File: config.mk
export PLATFORM = sky130hd
export DESIGN_NAME = keypad_debounce_hid_mapper
export DESIGN_NICKNAME = d
export VERILOG_FILES = /design/src/rtl/kdh_pkg.sv /design/src/rtl/kdh_debounce.sv /design/src/rtl/keypad_debounce_hid_mapper.sv
export VERILOG_INCLUDE_DIRS = /design/src /design/src/rtl
export SDC_FILE = /design/constraint.sdc
export NUM_CORES = 1
export LEC_CHECK = 0
export BUFFER_PORTS_ARGS = -buffer_cell sky130_fd_sc_hd__buf_2
export CORE_MARGIN = 5
export CORE_UTILIZATION = 45
export CTS_CLUSTER_DIAMETER = 150
export DETAILED_ROUTE_END_ITERATION = 6
export PLACE_DENSITY = 0.67
export SYNTH_ARGS = -nofsm -noshare
export SYNTH_HDL_FRONTEND = slang
export SYNTH_SLANG_ARGS = --single-unit
File: constraint.sdc
create_clock -name i_clk -period 3.5 [get_ports i_clk]
set_clock_uncertainty 0.05 [all_clocks]
set_input_delay 0.525 -clock i_clk [delete_from_list [all_inputs] [get_ports i_clk]]
set_output_delay 0.525 -clock i_clk [all_outputs]
set_load 0.02 [all_outputs]
File: src/rtl/keypad_debounce_hid_mapper_defines.svh
// assertion macros used by the keypad debounce rtl
`ifndef KEYPAD_DEBOUNCE_HID_MAPPER_DEFINES_SVH
`define KEYPAD_DEBOUNCE_HID_MAPPER_DEFINES_SVH

// same-cycle implication, disabled during reset
`define KDH_ASSERT_IMPL(label, clk, rst_n, ante, cons, msg) \
    label: assert property (@(posedge clk) disable iff (!rst_n) (ante) |-> (cons)) \
        else $error(msg);

// next-cycle implication, disabled during reset
`define KDH_ASSERT_NEXT(label, clk, rst_n, ante, cons, msg) \
    label: assert property (@(posedge clk) disable iff (!rst_n) (ante) |=> (cons)) \
        else $error(msg);

`endif

File: src/rtl/kdh_pkg.sv
// types, constants and lookup functions of the keypad debounce and hid mapper
`default_nettype none

package kdh_pkg;

    localparam int unsigned KEY_W    = 16;
    localparam int unsigned IDX_W    = 4;
    localparam int unsigned BTN_W    = 4;
    localparam int unsigned USAGE_W  = 8;
    localparam int unsigned TICK_W   = 8;

    localparam logic [TICK_W-1:0]  DEBOUNCE_TICKS_RESET = 8'd50;
    localparam logic [USAGE_W-1:0] USAGE_NONE           = 8'h00;
    localparam logic [USAGE_W-1:0] USAGE_BTN0           = 8'h39;
    localparam logic [USAGE_W-1:0] USAGE_BTN1           = 8'h0C;
    localparam logic [USAGE_W-1:0] USAGE_BTN2           = 8'h04;
    localparam logic [USAGE_W-1:0] USAGE_BTN3           = 8'h28;

    typedef enum logic [1:0] {
        PH_RELEASED = 2'd0,
        PH_FALLING  = 2'd1,
        PH_PRESSED  = 2'd2,
        PH_RISING   = 2'd3
    } t_phase;

    typedef struct packed {
        logic [USAGE_W-1:0] keypad_usage;
        logic               indicator;
        t_phase             phase;
    } t_deb_result;

    typedef struct packed {
        logic             found;
        logic [IDX_W-1:0] idx;
    } t_key_sel;

    // lowest column first, then lowest row
    function automatic t_key_sel encode_key(input logic [KEY_W-1:0] m);
        t_key_sel sel;
        sel.found = 1'b0;
        sel.idx   = '0;
        for (int col = 3; col >= 0; col--) begin
            for (int row = 3; row >= 0; row--) begin
                if (m[row*4 + col]) begin
                    sel.found = 1'b1;
                    sel.idx   = IDX_W'(row*4 + col);
                end
            end
        end
        return sel;
    endfunction

    function automatic logic [USAGE_W-1:0] key_usage(input logic [IDX_W-1:0] idx);
        logic [USAGE_W-1:0] u;
        case (idx)
            4'd0:    u = 8'h1E;
            4'd1:    u = 8'h1F;
            4'd2:    u = 8'h20;
            4'd3:    u = 8'h57;
            4'd4:    u = 8'h21;
            4'd5:    u = 8'h22;
            4'd6:    u = 8'h23;
            4'd7:    u = 8'h56;
            4'd8:    u = 8'h24;
            4'd9:    u = 8'h25;
            4'd10:   u = 8'h26;
            4'd11:   u = 8'h55;
            4'd12:   u = 8'h53;
            4'd13:   u = 8'h27;
            4'd14:   u = 8'h58;
            default: u = 8'h54;
        endcase
        return u;
    endfunction

    function automatic logic [USAGE_W-1:0] button_usage(input logic [BTN_W-1:0] b);
        logic [USAGE_W-1:0] u;
        if (b[0]) begin
            u = USAGE_BTN0;
        end else if (b[1]) begin
            u = USAGE_BTN1;
        end else if (b[2]) begin
            u = USAGE_BTN2;
        end else if (b[3]) begin
            u = USAGE_BTN3;
        end else begin
            u = USAGE_NONE;
        end
        return u;
    endfunction

endpackage

`default_nettype wire

File: src/rtl/kdh_debounce.sv
// keypad debounce state machine with key encoder and usage lookup
`default_nettype none

`include "keypad_debounce_hid_mapper_defines.svh"

module kdh_debounce (
    input  wire logic                          i_clk,
    input  wire logic                          i_rst_n,
    input  wire logic                          i_adv,
    input  wire logic [kdh_pkg::KEY_W-1:0]     i_key_matrix,
    input  wire logic [kdh_pkg::TICK_W-1:0]    i_debounce_ticks,
    output kdh_pkg::t_deb_result               o_result
);

    kdh_pkg::t_phase                  r_phase, n_phase;
    logic [kdh_pkg::TICK_W-1:0]       r_tick, n_tick;
    logic [kdh_pkg::IDX_W-1:0]        r_last_key, n_last_key;
    logic                             r_indicator, n_indicator;
    logic [kdh_pkg::USAGE_W-1:0]      n_usage;
    logic [kdh_pkg::TICK_W-1:0]       tick_inc;
    logic                             reached;
    kdh_pkg::t_key_sel                sel;

    assign sel      = kdh_pkg::encode_key(i_key_matrix);
    assign tick_inc = r_tick + kdh_pkg::TICK_W'(1);
    assign reached  = (tick_inc >= i_debounce_ticks);

    always_comb begin
        n_phase     = r_phase;
        n_tick      = r_tick;
        n_last_key  = r_last_key;
        n_indicator = r_indicator;
        n_usage     = kdh_pkg::USAGE_NONE;
        case (r_phase)
            kdh_pkg::PH_RELEASED: begin
                if (sel.found) begin
                    n_last_key = sel.idx;
                    n_phase    = kdh_pkg::PH_FALLING;
                end
            end
            kdh_pkg::PH_FALLING: begin
                n_tick = tick_inc;
                if (reached) begin
                    n_tick = '0;
                    if (sel.found) begin
                        n_last_key  = sel.idx;
                        n_phase     = kdh_pkg::PH_PRESSED;
                        n_usage     = kdh_pkg::key_usage(sel.idx);
                        n_indicator = 1'b1;
                    end else begin
                        n_phase = kdh_pkg::PH_RELEASED;
                    end
                end
            end
            kdh_pkg::PH_PRESSED: begin
                if (sel.found) begin
                    n_last_key = sel.idx;
                end else begin
                    n_phase = kdh_pkg::PH_RISING;
                end
            end
            default: begin
                n_tick = tick_inc;
                if (reached) begin
                    n_tick = '0;
                    if (sel.found) begin
                        n_last_key = sel.idx;
                        n_phase    = kdh_pkg::PH_PRESSED;
                    end else begin
                        n_phase     = kdh_pkg::PH_RELEASED;
                        n_indicator = 1'b0;
                    end
                end
            end
        endcase
    end

    always_ff @(posedge i_clk) begin
        if (!i_rst_n) begin
            r_phase     <= kdh_pkg::PH_RELEASED;
            r_tick      <= '0;
            r_last_key  <= '0;
            r_indicator <= 1'b0;
        end else if (i_adv) begin
            r_phase     <= n_phase;
            r_tick      <= n_tick;
            r_last_key  <= n_last_key;
            r_indicator <= n_indicator;
        end
    end

    assign o_result.keypad_usage = n_usage;
    assign o_result.indicator    = n_indicator;
    assign o_result.phase        = n_phase;

    `KDH_ASSERT_IMPL(a_ind_follows_phase, i_clk, i_rst_n, 1'b1,
        r_indicator == (r_phase == kdh_pkg::PH_PRESSED || r_phase == kdh_pkg::PH_RISING),
        "indicator out of step with debounce phase")
    `KDH_ASSERT_IMPL(a_tick_idle_zero, i_clk, i_rst_n,
        r_phase == kdh_pkg::PH_RELEASED || r_phase == kdh_pkg::PH_PRESSED,
        r_tick == '0, "tick count not cleared outside falling or rising")
    `KDH_ASSERT_NEXT(a_confirm_press, i_clk, i_rst_n,
        i_adv && r_phase == kdh_pkg::PH_FALLING && reached && sel.found,
        r_phase == kdh_pkg::PH_PRESSED && r_indicator && r_last_key == $past(sel.idx),
        "confirmed press did not reach pressed")
    `KDH_ASSERT_NEXT(a_hold_when_idle, i_clk, i_rst_n, !i_adv,
        $stable(r_phase) && $stable(r_tick) && $stable(r_last_key),
        "debounce state moved without a request")

endmodule

`default_nettype wire

File: src/rtl/keypad_debounce_hid_mapper.sv
// top level: request pipeline, threshold register and button priority
// an accepted request waits in the input stage and moves to the result register once the output side is free
// throughput: one request per cycle while the output is not stalled, set by the single-pass debounce update
// a held result does not block a new request while the input stage is free
// reset: synchronous active-low; phase released, counters and key cleared,
// indicator off, threshold 50, both stages empty
`default_nettype none

module keypad_debounce_hid_mapper (
    input  wire logic                         i_clk,
    input  wire logic                         i_rst_n,
    input  wire logic                         i_cfg_we,
    input  wire logic [kdh_pkg::TICK_W-1:0]   i_cfg_wdata,
    input  wire logic                         i_in_valid,
    output logic                              o_in_stall,
    input  wire logic [kdh_pkg::KEY_W-1:0]    i_key_matrix,
    input  wire logic [kdh_pkg::BTN_W-1:0]    i_buttons,
    output logic                              o_out_valid,
    input  wire logic                         i_out_stall,
    output logic [kdh_pkg::USAGE_W-1:0]       o_button_usage,
    output logic [kdh_pkg::USAGE_W-1:0]       o_keypad_usage,
    output logic                              o_press_indicator,
    output logic [1:0]                        o_debounce_phase
);

    logic [kdh_pkg::TICK_W-1:0]   r_debounce_ticks;
    logic                         r_in_valid;
    logic [kdh_pkg::KEY_W-1:0]    r_key_matrix;
    logic [kdh_pkg::BTN_W-1:0]    r_buttons;
    logic                         r_out_valid;
    logic [kdh_pkg::USAGE_W-1:0]  r_button_usage;
    logic [kdh_pkg::USAGE_W-1:0]  r_keypad_usage;
    logic                         r_press_indicator;
    logic [1:0]                   r_debounce_phase;
    logic                         out_free;
    logic                         adv;
    logic                         accept;
    kdh_pkg::t_deb_result         deb;

    assign out_free   = !r_out_valid || !i_out_stall;
    assign adv        = r_in_valid && out_free;
    assign o_in_stall = r_in_valid && !out_free;
    assign accept     = i_in_valid && !o_in_stall;

    always_ff @(posedge i_clk) begin
        if (!i_rst_n) begin
            r_debounce_ticks <= kdh_pkg::DEBOUNCE_TICKS_RESET;
        end else if (i_cfg_we) begin
            r_debounce_ticks <= i_cfg_wdata;
        end
    end

    always_ff @(posedge i_clk) begin
        if (!i_rst_n) begin
            r_in_valid <= 1'b0;
        end else if (accept) begin
            r_in_valid <= 1'b1;
        end else if (adv) begin
            r_in_valid <= 1'b0;
        end
    end

    always_ff @(posedge i_clk) begin
        if (accept) begin
            r_key_matrix <= i_key_matrix;
            r_buttons    <= i_buttons;
        end
    end

    kdh_debounce u_debounce (
        .i_clk            (i_clk),
        .i_rst_n          (i_rst_n),
        .i_adv            (adv),
        .i_key_matrix     (r_key_matrix),
        .i_debounce_ticks (r_debounce_ticks),
        .o_result         (deb)
    );

    always_ff @(posedge i_clk) begin
        if (!i_rst_n) begin
            r_out_valid <= 1'b0;
        end else if (adv) begin
            r_out_valid <= 1'b1;
        end else if (out_free) begin
            r_out_valid <= 1'b0;
        end
    end

    always_ff @(posedge i_clk) begin
        if (adv) begin
            r_button_usage    <= kdh_pkg::button_usage(r_buttons);
            r_keypad_usage    <= deb.keypad_usage;
            r_press_indicator <= deb.indicator;
            r_debounce_phase  <= 2'(deb.phase);
        end
    end

    assign o_out_valid       = r_out_valid;
    assign o_button_usage    = r_button_usage;
    assign o_keypad_usage    = r_keypad_usage;
    assign o_press_indicator = r_press_indicator;
    assign o_debounce_phase  = r_debounce_phase;

endmodule

`default_nettype wire

==> results of run 1 <==
[critical path: stages, from the launching register on]
cell,delay (ps)
dfxtp_1,410
ha_1,220
nand3_1,130
and2_1,190
or2_2,290
ha_1,290
a21oi_1,70
o211ai_1,160
a21oi_1,110
or4_1,660
o21bai_1,210
a21oi_1,130
[through the flow]
step | worst slack (ps) | total power (uW)
floorplan | 725 | 829
finish | 447 | 1220
CTS | 444 | 1230
global placement | 590 | 867
detailed placement | 490 | 869
global route | 225 | 1290
[final timing paths]
check / start / depth (start not counted) / endpoint / slack [ps]
setup reg to reg: u_debounce.r_tick[0] / 11 / o_keypad_usage[2] / 450
hold / removal: i_key_matrix[8] / 1 / r_key_matrix[8] / 330
setup / recovery: u_debounce.r_tick[0] / 11 / o_keypad_usage[2] / 450
hold reg to reg: r_buttons[0] / 0 / o_button_usage[4] / 440
[cell families (layout without fill, tap and decap cells)]
family / Yosys count / after routing / share of synthesized area, %
AOI/OAI and AO/OA: 56 / 56 / 15.0
xor gates and xnor gates: 3 / 3 / 0.972
adders and majority gates: 10 / 10 / 4.63
buffers and inverters: 25 / 74 / 4.30
DFF: 55 / 55 / 53.3
muxes: 7 / 7 / 2.64
other: 1 / 4 / 0.139
and+or+nand+nor: 95 / 95 / 19.0
[layer usage]
| metal | track usage [%] | routed length [um] | vias to the layer above |
|---|---|---|---|
| met4 | 4.18 | 65 | 0 |
| met2 | 21.0 | 2120 | 54 |
| li1 | - | - | 1003 |
| met3 | 4.26 | 377 | 7 |
| met1 | 19.4 | 2330 | 886 |
| met5 | 0 | 0 | - |
[where the power goes]
group / total [uW] / leakage (uW) / internal [uW] / switching, uW
logic: 117 / 0.000715 / 48.9 / 67.9
registers: 736 / 0.000500 / 718 / 18.0
clock network: 365 / 0.0000474 / 162 / 204
[state kept, by name, summed over array words and instances, names as in the netlist, 2 cells and up]
| register | count |
|---|---|
| o_button_usage | 4 |
| r_key_matrix | 16 |
| u_debounce.r_phase | 2 |
| o_debounce_phase | 2 |
| r_debounce_ticks | 8 |
| u_debounce.r_tick | 8 |
| r_buttons | 4 |
| o_keypad_usage | 7 |
[area by class of cell]
class	instances	area, um^2	area share [%]
clock buffer	6	82.6	2.66
clock inverter	2	16.3	0.524
inverter	16	60.1	1.93
multi-input combinational	175	1160	37.3
sequential	55	1440	46.4
tap	75	93.8	3.02
timing repair buffer	50	253	8.14
[cell usage in the layout (no fill, tap or decap), types with 2 or more instances in the layout]
| master | synthesis | routed |
|---|---|---|
| a21boi_0 | 4 | 4 |
| a21oi_1 | 12 | 12 |
| a21oi_2 | 2 | 2 |
| a22oi_1 | 3 | 3 |
| and2_1 | 2 | 2 |
| and2_2 | 2 | 2 |
| and3_1 | 3 | 3 |
| buf_2 | 0 | 49 |
| clkbuf_8 | 0 | 6 |
| conb_1 | 1 | 4 |
| dfxtp_1 | 21 | 21 |
| edfxtp_1 | 34 | 34 |
| ha_1 | 10 | 10 |
| inv_1 | 16 | 16 |
| mux2i_1 | 6 | 6 |
| nand2_1 | 18 | 18 |
| nand3_1 | 6 | 6 |
| nor2_1 | 24 | 24 |
| nor2b_1 | 16 | 15 |
| nor3_1 | 5 | 5 |
| nor3b_1 | 2 | 2 |
| nor4_1 | 2 | 2 |
| nor4_2 | 2 | 2 |
| o211ai_1 | 4 | 4 |
| o21a_1 | 4 | 4 |
| o21ai_0 | 6 | 6 |
| o21ai_2 | 2 | 2 |
| o21bai_1 | 2 | 2 |
| o2bb2ai_1 | 2 | 2 |
| o31a_1 | 2 | 2 |
| o31ai_1 | 2 | 2 |
| or2_2 | 5 | 5 |
| or4_1 | 2 | 2 |
| xnor2_1 | 2 | 2 |
==> impl_metrics.yaml, run 1 <==
status:
  status: "finished, final reports clean"
timing:
  setup_violations: 0
  final-hold-violation-count: 0
  fin_setup_tns_ps: 0
  maxSlewViolCount: 0
  worst_pin_slew_ps: 1010
  layout_min_cycle_time_ps: 3050
  fmax_mhz: 328
  rsz0062_at_grt: "false"
  min_period_over_period_pct: 87.2
  slew_headroom_pct: 32.2
  fin_hold_ws_ps: 335
finish:
  finalNetCount: 346
  final_core_util_pct: 52.8
  postLayoutCellArea_mm2: 0.00311
  fin_cells: 379
  antennaDiodeCount: 0
  syn2layout_area_growth_pct: 14.9
  drive_gt1_share_pct: 26.0
  fill_cells: 533
placement:
  io_buffers: 49
  place_congestion: 0.796
  placed_area_mm2: 0.00301
  hpwl_um: 3730
  placed_cells: 371
cts:
  cts_num_sinks: 55
  clk_pin_slew_ps: 100
  cts-root-buf: "clkbuf_8"
  clkLatencyLatePin_ps: 310
  ctsResizeCount: 0
  cts_made_buffers: 5
  cts_buffer_depth: 2
  htreeDepth: 2
  cts_hold_buf: 0
  cts_tree: "done"
  cts_setup_buffers: 0
synthesis:
  synth.cells.most_frequent: "34 x edfxtp_1, 24 x nor2_1, 21 x dfxtp_1"
  syn_avg_cell_area_um2: 10.7
  synthDistinctLibCells: 54
  synth_area_leaders: "edfxtp_1 38%, dfxtp_1 16%, ha_1 4.6%, nor2b_1 3.7%, nor2_1 3.3%"
  postSynthCellCount: 252
  synth_ff_type: "edfxtp_1"
  synth_edf_count: 34
  yosysMostFrequentCell: "edfxtp_1"
  ys_ff_latch: 55
  synth_warnings: 0
  ys_async_sr_fraction_pct: 0
  synth_area_mm2: 0.00270
  synth_largest_type_area_fraction_pct: 37.8
  synth_top_cell_by_area: "edfxtp_1"
  yosysSeqAreaShare_pct: 53.3
job:
  cap_violations: 0
route:
  viasPerCell: 5.15
  wl_per_cell_um: 12.9
  drcViolationCount: 0
  drtIter0Drc: 133
  vias: 1950
  drtPass1Iterations: 4
  wl_um: 4890
  ant_nets: 0
setup_path:
  crit_path_start_kind: "flop"
  cp.arrival_ps: 3170
  cp.required_ps: 3620
  critPathKind: "flop to flop"
  cp-end-kind: "flop"
  path_max_fanout: 7
floorplanning:
  num_rows: 28
  core_mm2: 0.00589
  initial_core_util_pct: 45.9
  die_w_um: 87.5
  dieHeight_um: 87.5
  num_io_pins: 54
  dieArea_mm2: 0.00766
power:
  power.leakage_uw: 0.00126
  cellPowerDensity_mw_per_mm2: 392
  ir_worst_vdd_mv: 0.306
grt:
  antenna_found_initial: 0
  track_usage_pct: 14.0
  grt_pass1_wl_um: 8400
  grt_max_degree: 22
  grt_pass1_vias: 1841
  grt_overflow: 0
hold_path:
  holdCritPathClass: "primary input to flop"
Power figures use the tool's default switching activity.
==> run 2: changes to the inputs <==
Settings changed: BUFFER_PORTS_ARGS -buffer_cell sky130_fd_sc_hd__buf_2 to -buffer_cell sky130_fd_sc_hd__clkbuf_2.
==> run 2 against run 1 <==
Net effect:
- count of clock-buffer cells in the layout down 1
- critical path type unchanged
- global-route usage down 0.42 points
- utilization down 0.13 points
- clock power down 4%
==> impl_metrics.yaml, run 2 (synthesis results as in run 1) <==
status:
  status: "finished, final reports clean"
finish:
  reg_top3: "r_key_matrix: 16 flops, r_debounce_ticks: 8 flops, u_debounce.r_tick: 8 flops"
  final_common_cell: "clkbuf_2"
  finalNetCount: 346
  fill_cells: 552
  layout_common_cells: "49 x clkbuf_2, 34 x edfxtp_1, 24 x nor2_1"
  antennaDiodeCount: 0
  largest_reg_flops: 16
  drive_gt1_share_pct: 26.0
  syn2layout_area_growth_pct: 14.6
  regMostFlops: "r_key_matrix"
cts:
  cts_made_buffers: 5
  cts_setup_buffers: 0
  cts_num_sinks: 55
  ctsResizeCount: 0
  cts_buffer_depth: 2
  cts-root-buf: "clkbuf_8"
  clk_pin_slew_ps: 100
  htreeDepth: 2
  cts_tree: "done"
  cts_hold_buf: 0
  clkLatencyLatePin_ps: 300
power:
  cellPowerDensity_mw_per_mm2: 388
  power_uw: 1200
  p_seq_share_pct: 61.3
  p_sw_uw: 292
  netSwitchingFraction_pct: 24.3
  pwr-share-comb_pct: 9.7
  ir_worst_vdd_mv: 0.210
  p_int_uw: 910
  clockPowerShare_pct: 29.0
  power.leakage_uw: 0.00127
placement:
  io_buffers: 49
  place_congestion: 0.796
  hpwl_um: 3750
setup_path:
  crit_path_start_kind: "flop"
  worstPathCellList: "ha_1 -> nand3_1 -> and2_1 -> or2_2 -> ha_1 -> a21oi_1 -> o211ai_1 -> a21oi_1 -> or4_1 -> o21bai_1 -> a21oi_1"
  critPathMostFrequentCell: "a21oi_1"
  cpPeakStageDelay_ps: 660
  cp.required_ps: 3610
  cp-end-kind: "flop"
  r2r_start: "u_debounce.r_tick[0]"
  cp.arrival_ps: 3130
  cpMaxStageDelayCell: "or4_1"
  critPathKind: "flop to flop"
  path_max_fanout: 7
  crit_start: "u_debounce.r_tick[0]"
route:
  wl_um: 4810
  viasPerCell: 5.10
  drtIter0Drc: 114
  ant_nets: 0
  drtPass1Iterations: 4
  wl_per_cell_um: 12.7
  drcViolationCount: 0
  vias: 1933
floorplanning:
  initial_core_util_pct: 45.9
  num_rows: 28
  dieHeight_um: 87.5
  core_mm2: 0.00589
  num_io_pins: 54
  die_w_um: 87.5
  dieArea_mm2: 0.00766
timing:
  maxSlewViolCount: 0
  final-hold-violation-count: 0
  fmax_mhz: 331
  min_period_over_period_pct: 86.3
  slew_headroom_pct: 36.1
  setup_violations: 0
  worst_pin_slew_ps: 954
  fin_setup_tns_ps: 0
  rsz0062_at_grt: "false"
  layout_min_cycle_time_ps: 3020
grt:
  grt_pass1_vias: 1821
  antenna_found_initial: 0
  grt_pass1_wl_um: 8180
  grt_max_degree: 22
  grt_overflow: 0
  track_usage_pct: 13.5
hold_path:
  holdCritPathClass: "primary input to flop"
  min_from: "i_key_matrix[5]"
job:
  cap_violations: 0
-- run 2: metrics by stage --
| stage | hold slack (ps) | setup WS (ps) | instances | area [um^2] | util (%) |
|---|---|---|---|---|---|
| after floorplan | 401 | 725 | 255 | 2720 | - |
| after global placement | 429 | 590 | 371 | 3010 | 51.1 |
| final | 338 | 481 | 379 | 3100 | 52.7 |
| after CTS | 326 | 443 | 379 | 3100 | 52.7 |
| after global routing | 311 | 206 | 379 | 3100 | 52.7 |
| after detailed placement | 430 | 485 | 371 | 3010 | 51.1 |
-- run 2: worst max-delay path: cells and delay by family, from the launching register on --
kind / cells / cell delay (ps)
compound gates: 5 / 680
fa+ha+maj: 2 / 490
flops: 1 / 400
simple gates: 4 / 1270
-- run 2: path summary, 6_finish.rpt --
check                 endpoint  slack (ps)  cells after the start
max          o_keypad_usage[2]         480                     11
min reg2reg  o_button_usage[4]         440                      0
min            r_key_matrix[5]         340                      1
max reg2reg  o_keypad_usage[2]         480                     11
-- run 2: routing by layer --
metal | GRT usage (%) | part of all wire, % | up-vias
met1 | 18.7 | 48 | 860
li1 | - | - | 996
met2 | 20.8 | 43 | 68
met3 | 3.50 | 7.9 | 9
met4 | 4.60 | 1.8 | 0
met5 | 0 | 0 | -
-- run 2: area by class of cell --
type,count,area [um^2],area share (%)
well taps,75,93.8,3.03
clock buffers,5,68.8,2.22
repair buffers,50,253,8.16
inverters,16,60.1,1.94
clock inverters,3,22.5,0.727
flip-flops and latches,55,1440,46.5
multi-input cells,175,1160,37.4
-- run 2: power groups by stage --
stage | logic (uW) | clock network [uW] | registers, uW
after detailed placement | 118 | 0 | 752
final | 117 | 349 | 737
after global routing | 132 | 391 | 741
after global placement | 116 | 0 | 751
after floorplan | 74.0 | 0 | 755
after CTS | 118 | 366 | 737
